## config.mk

```make
export PLATFORM = sky130hd
export DESIGN_NAME = rsi_sqrt
export DESIGN_NICKNAME = d
export VERILOG_FILES = /design/src/rtl/core/rsi_sqrt.sv
export SDC_FILE = /design/constraint.sdc
export NUM_CORES = 2
export LEC_CHECK = 0
export ABC_CLOCK_PERIOD_IN_PS = 3800
export BUFFER_PORTS_ARGS = -buffer_cell sky130_fd_sc_hd__buf_2
export CAP_MARGIN = 10
export CORE_ASPECT_RATIO = 1.1
export CORE_MARGIN = 8
export CORE_UTILIZATION = 55
export DETAILED_ROUTE_END_ITERATION = 10
export GPL_TIMING_DRIVEN = 0
export PLACE_DENSITY_LB_ADDON = 0.25
export SLEW_MARGIN = 15
export SYNTH_ARGS = -nofsm -noshare
export SYNTH_HDL_FRONTEND = slang
export SYNTH_SLANG_ARGS = --single-unit
```

## constraint.sdc

```tcl
create_clock -name clk -period 3.8 [get_ports clk]
set_input_delay 0.57 -clock clk [delete_from_list [all_inputs] [get_ports clk]]
set_output_delay 0.57 -clock clk [all_outputs]
set_load 0.05 [all_outputs]
```

## src/rtl/core/rsi_sqrt.sv

```systemverilog
// ----------------------------------------------------------------------------
// rsi_sqrt
// Pipelined integer square root, one root bit per stage, floor result.
// A sideband word travels alongside each item.
// ----------------------------------------------------------------------------
module rsi_sqrt #(
	parameter int W   = 62,
	parameter int SBW = 1
) (
	input  logic           clk,
	input  logic           arst_n,
	input  logic           en,
	input  logic           in_valid,
	input  logic [W-1:0]   x,
	input  logic [SBW-1:0] in_sb,
	output logic           out_valid,
	output logic [W/2-1:0] root,
	output logic [SBW-1:0] out_sb
);

	localparam int H  = W / 2;
	localparam int RW = H + 2;

	logic           v_s    [H];
	logic [RW-1:0]  rem_s  [H];
	logic [H-1:0]   root_s [H];
	logic [W-1:0]   x_s    [H];
	logic [SBW-1:0] sb_s   [H];

	for (genvar j = 0; j < H; j++) begin : g_stage
		logic           pv;
		logic [RW-1:0]  prem;
		logic [H-1:0]   proot;
		logic [W-1:0]   px;
		logic [SBW-1:0] psb;
		logic [RW-1:0]  cur;
		logic [RW-1:0]  trial;
		logic           ge;

		if (j == 0) begin : g_first
			assign pv    = in_valid;
			assign prem  = '0;
			assign proot = '0;
			assign px    = x;
			assign psb   = in_sb;
		end else begin : g_next
			assign pv    = v_s[j-1];
			assign prem  = rem_s[j-1];
			assign proot = root_s[j-1];
			assign px    = x_s[j-1];
			assign psb   = sb_s[j-1];
		end

		// bring down the next two radicand bits, try root*4+1
		assign cur   = {prem[RW-3:0], px[W-1 -: 2]};
		assign trial = {proot, 2'b01};
		assign ge    = cur >= trial;

		always_ff @(posedge clk or negedge arst_n) begin
			if (!arst_n) begin
				v_s[j] <= 1'b0;
			end else if (en) begin
				v_s[j] <= pv;
			end
		end

		always_ff @(posedge clk) begin
			if (en) begin
				rem_s[j]  <= ge ? cur - trial : cur;
				root_s[j] <= {proot[H-2:0], ge};
				x_s[j]    <= px << 2;
				sb_s[j]   <= psb;
			end
		end
	end

	assign out_valid = v_s[H-1];
	assign root      = root_s[H-1];
	assign out_sb    = sb_s[H-1];

endmodule

```

==> results.txt <==
The flow ran to the end, and the final reports show no timing, DRC or antenna violations. After clock tree synthesis, the clock-pin slew on the worst setup and hold paths is 0.06 ns. In the final routing, the length of wire on met1 measures 96230 um. The initial utilization of the core area, before any placement, comes to 55.22%. After detailed routing, the number of remaining DRC violations is 0. For the number of antenna violations at the first check in global routing, the log shows 2. Peak per-stage delay on the critical path: 0.41 ns. The core area is 199500 um2, and the tightest hold margin is 0.1395 ns. Of the total power, the share spent switching nets is 29.11%. The total negative slack for setup checks was 0 ns; the number of nets in the finished design was 9514. The H-tree generated during clock tree synthesis spans 4 levels. Per report_power, the sequential group accounts for 47.8% of the total. Capture point of the worst reg-to-reg path: rem_s[2][228]$_DFFE_PP_. At the later pin of the worst-skew pair, clock insertion delay measures 0.87 ns. Of all nets on the critical path, the largest fanout is 9. The tools report the total count of hold-check failures in the final report as 0. Cell internal power was estimated by the tool at 52610 uW. Measured against its own limit, the worst slew margin works out to 23.06%. The synthesized netlist contains 81 unique library cells. In this run the biggest area consumer among cell types represents 63.90% of the synthesized area. For this block, the initial DRC count from the detailed router was 5177. The sequential element share of the synthesized area was 64.60%. The analysis attributes to net switching a power of 21610 uW. For this design, the sink count on the clock tree is 2375.

The min-delay analysis places its worst path in the category in -> reg. VDD sags by at most 0.5371 mV. Yosys mapped a number of flops with a built-in enable equal to 2344.

Summed over all layers, the global routing overflow is 0. For the pin with the worst max-slew slack, the measured transition is 1.151 ns. Dominant register cell in the synthesized netlist: sky130_fd_sc_hd__edfxtp_1. The capturing element of the worst setup path was rem_s[2][228]$_DFFE_PP_.

Number of buffers added on ports: 99. The run gives 0.2659 GHz as the achievable clock frequency. The number of cells on the worst reg-to-reg path is 13. Pin count of the biggest net entering global routing: 167.

The floorplan step defined a die boundary enclosing 214900 um2. For the worst setup path, the data arrival time is 4.36 ns. Across the run, the number of max-cap violations was 0.

Clock tree synthesis selected as its root buffer the cell sky130_fd_sc_hd__clkbuf_16. Traced cell by cell, the critical path runs through inv_1 -> ha_1 -> clkbuf_1 -> nand2_1 -> nor3_2 -> nand3b_1 -> a31oi_1 -> a21oi_1 -> a21o_1 -> clkbuf_1 -> or3_1 -> a311oi_1 -> xor2_1. The share of the clock period used by the worst path is 98.97%. The area growth from synthesis to layout is 11.76%. The critical path class was reg -> reg.

In the final routed layout, each cell accounts on average for 19.31 um. The synthesized design contains 2375 register bits. The internal reg-to-reg setup slack is 0.04 ns. The first global-routing pass estimated 355500 um of wire.

Reg-to-reg critical path startpoint: root_s[21][7]$_DFFE_PP_. The routed layout has 66190 vias. The most frequent cell on the critical path was sky130_fd_sc_hd__clkbuf_1. Synthesis produced a netlist with a net count of 9099. The proportion of layout cells with a drive suffix above 1 was 8.196%; the via density per instance was 5.646. The total global-route track usage came out at 20.51%. During synthesis, Yosys emitted a total of 0 warnings. The clock network is responsible for 30.3% of the overall power. The congestion estimate from routability-driven global placement came to 0.8880.

The run gives 172 as the number of placement rows. Synthesis produced a netlist whose cell count is 8504. The average size of a mapped cell was 12.95 um2. For the HPWL after detailed placement, the log shows 165300 um. The cell at the slowest stage of the critical path was sky130_fd_sc_hd__edfxtp_1.

The worst setup path is captured at a register. At the worst endpoint, the required time is 4.40 ns. For this block, the routed nets add up to 226400 um of wire. The run gives 0 as the residual antenna-violating net count after detailed routing.

Beginning of the critical path: root_s[21][7]$_DFFE_PP_. The first detailed-routing pass ran for 6 iterations. The biggest area contributor in the post-synthesis netlist is sky130_fd_sc_hd__edfxtp_1. The tools report the startpoint kind of the worst setup timing path as a register. For this run, asynchronously set or reset flops after synthesis account for 1.305%. The via count of the first global-routing pass was 65310; the part of the total power dissipated in combinational logic was 21.9%. The tools report the clock tree buffer depth as 3. By area the synthesized netlist is led by sky130_fd_sc_hd__edfxtp_1 (64%), sky130_fd_sc_hd__ha_1 (6.0%), sky130_fd_sc_hd__xor2_1 (3.1%).

The horizontal die dimension is 442.7 um. TritonCTS built the clock tree. The run gives 0.05682 ns as the setup skew after layout.

The uppermost layer routed is met4. Summed over all nets, wire length on met3 after detailed routing comes to 9585 um. Setup repair after global routing could not meet its margin everywhere.

The analysis attributes to cell leakage a power of 0.04702 uW. In this run the count of I/O pins placed on the die edge is 100. The total power divided by cell area was 602.8 nW/um2; the final count of pins violating max slew was 0. The tools report the final-report setup violation count as 0. In this run, CTS created clock tree buffers numbering 230. In the detailed route, the total length drawn on met2 is 114200 um.

The floorplan die height came out at 485.4 um. The run gives 110200 um2 as the post-synthesis instance area. The routed design could run at a clock period as short as 3.761 ns.
registers in the layout, summed over array words and instances, names as in the netlist:
| name | count |
|---|---|
| g_stage.pv | 30 |
| out_valid | 1 |
| rem_s | 887 |
| root_s | 496 |
| sb_s | 31 |
| x_s | 930 |
what timing repair did:
| action | in CTS | in global routing |
|---|---|---|
| buffers inserted | 4 | 2 |
| endpoints found under the hold margin | 96 | 0 |
| endpoints found under the setup margin | 267 | 344 |
| pin swaps | 2 | 4 |
| hold buffers | 66 | 0 |
| gates resized for setup | 55 | 104 |
| gates cloned | 0 | 0 |
critical path: cells and delay by family (launching register included):
| kind | cells | cell delay [ns] |
|---|---|---|
| simple gates | 4 | 1.03 |
| compound gates | 4 | 1.09 |
| fa+ha+maj | 1 | 0.27 |
| flops | 1 | 0.41 |
| xor+xnor | 1 | 0.12 |
| buf+inv | 3 | 0.57 |
synthesized netlist by cell type (24+ instances only):
| master | n |
|---|---|
| sky130_fd_sc_hd__a211oi_1 | 49 |
| sky130_fd_sc_hd__a21boi_0 | 24 |
| sky130_fd_sc_hd__a21o_1 | 221 |
| sky130_fd_sc_hd__a21oi_1 | 471 |
| sky130_fd_sc_hd__a31oi_1 | 32 |
| sky130_fd_sc_hd__and2_1 | 42 |
| sky130_fd_sc_hd__and3_1 | 49 |
| sky130_fd_sc_hd__clkbuf_1 | 156 |
| sky130_fd_sc_hd__dfrtp_1 | 31 |
| sky130_fd_sc_hd__edfxtp_1 | 2344 |
| sky130_fd_sc_hd__ha_1 | 528 |
| sky130_fd_sc_hd__inv_1 | 663 |
| sky130_fd_sc_hd__mux2_2 | 107 |
| sky130_fd_sc_hd__nand2_1 | 650 |
| sky130_fd_sc_hd__nand2b_1 | 109 |
| sky130_fd_sc_hd__nand3_1 | 121 |
| sky130_fd_sc_hd__nand3b_1 | 24 |
| sky130_fd_sc_hd__nand4_1 | 86 |
| sky130_fd_sc_hd__nor2_1 | 457 |
| sky130_fd_sc_hd__nor2b_1 | 77 |
| sky130_fd_sc_hd__nor3_1 | 203 |
| sky130_fd_sc_hd__nor4_1 | 122 |
| sky130_fd_sc_hd__o211ai_1 | 31 |
| sky130_fd_sc_hd__o21a_1 | 104 |
| sky130_fd_sc_hd__o21ai_0 | 508 |
| sky130_fd_sc_hd__o21bai_1 | 46 |
| sky130_fd_sc_hd__o31ai_1 | 68 |
| sky130_fd_sc_hd__or2_2 | 30 |
| sky130_fd_sc_hd__or3_1 | 81 |
| sky130_fd_sc_hd__or4_1 | 53 |
| sky130_fd_sc_hd__xnor2_1 | 346 |
| sky130_fd_sc_hd__xor2_1 | 385 |
power groups by stage:
stage,registers [uW],clock network (uW),logic [uW]
floorplan,35000,0,11500
global placement,37800,0,15600
detailed placement,36000,0,15800
CTS,35500,23200,16100
global route,35800,24100,18100
finish,35500,22500,16200
per-stage QoR:
stage / cells / util (%) / power (uW) / worst slack (ns) / area (um2)
after floorplan: 8504 / - / 46510 / 0.4550 / 110200
after global placement: 11210 / 57.10 / 53380 / -34.65 / 113900
after detailed placement: 11230 / 57.35 / 51850 / -0.6704 / 114400
after CTS: 11730 / 61.57 / 74800 / 0.005071 / 122800
after global routing: 11730 / 61.71 / 77980 / -0.07859 / 123100
final: 11730 / 61.71 / 74220 / 0.03914 / 123100
routing by layer:
layer,GRT usage (%),up-vias
met2,36.32,1436
met5,0,-
met3,2.680,364
li1,-,32300
met4,6.075,0
met1,26.57,32090
area by class of cell:
type	count	area, um2
fillers	15260	76380
flip-flops and latches	2375	71160
multi-input cells	5289	36210
clock buffers	268	5941
well taps	2610	3266
inverters	665	2496
repair buffers	188	1684
clock inverters	159	1638
plain buffers	170	720.7
diodes	1	2.502
cell families after synthesis:
family | count (synthesis) | synth area share (%)
DFF | 2375 | 64.60
and+or+nand+nor | 2187 | 9.819
AOI/OAI and AO/OA | 1723 | 9.693
buffers and inverters | 840 | 2.872
xor gates and xnor gates | 731 | 5.812
adders and majority gates | 528 | 5.997
muxes | 119 | 1.203
other | 1 | 0.003404
worst min-delay path by stage:
stage | start | end | slack [ns] | cells after the start
after floorplan | arst_n | g_stage[10].pv$_DFFE_PN0P_ | 0.27 | 0
after global placement | x_s[14][31]$_DFFE_PP_ | x_s[15][33]$_DFFE_PP_ | 0.40 | 0
after detailed placement | sb_s[5][3]$_DFFE_PP_ | sb_s[6][0]$_DFFE_PP_ | 0.40 | 0
after CTS | en | x_s[1][29]$_DFFE_PP_ | 0.07 | 1
after global routing | en | x_s[3][33]$_DFFE_PP_ | 0.1 | 1
final | en | x_s[3][33]$_DFFE_PP_ | 0.14 | 1
placed cells by master (no fill, tap or decap), drive strengths merged, types with 55 or more instances in the layout:
master / synthesis / routed
a21o: 221 / 221
a21oi: 471 / 471
buf: 19 / 140
clkbuf: 156 / 420
clkinv: 1 / 111
dlygate4sd3: 0 / 66
edfxtp: 2344 / 2344
ha: 528 / 528
inv: 664 / 673
mux2: 107 / 107
nand2: 650 / 650
nand2b: 110 / 110
nand3: 121 / 121
nand4: 86 / 86
nor2: 457 / 457
nor2b: 77 / 77
nor3: 204 / 204
nor4: 123 / 123
o21a: 104 / 104
o21ai: 508 / 508
o31ai: 68 / 68
or3: 81 / 81
or4: 55 / 55
xnor2: 346 / 346
xor2: 385 / 385
Power figures use the tool's default switching activity.
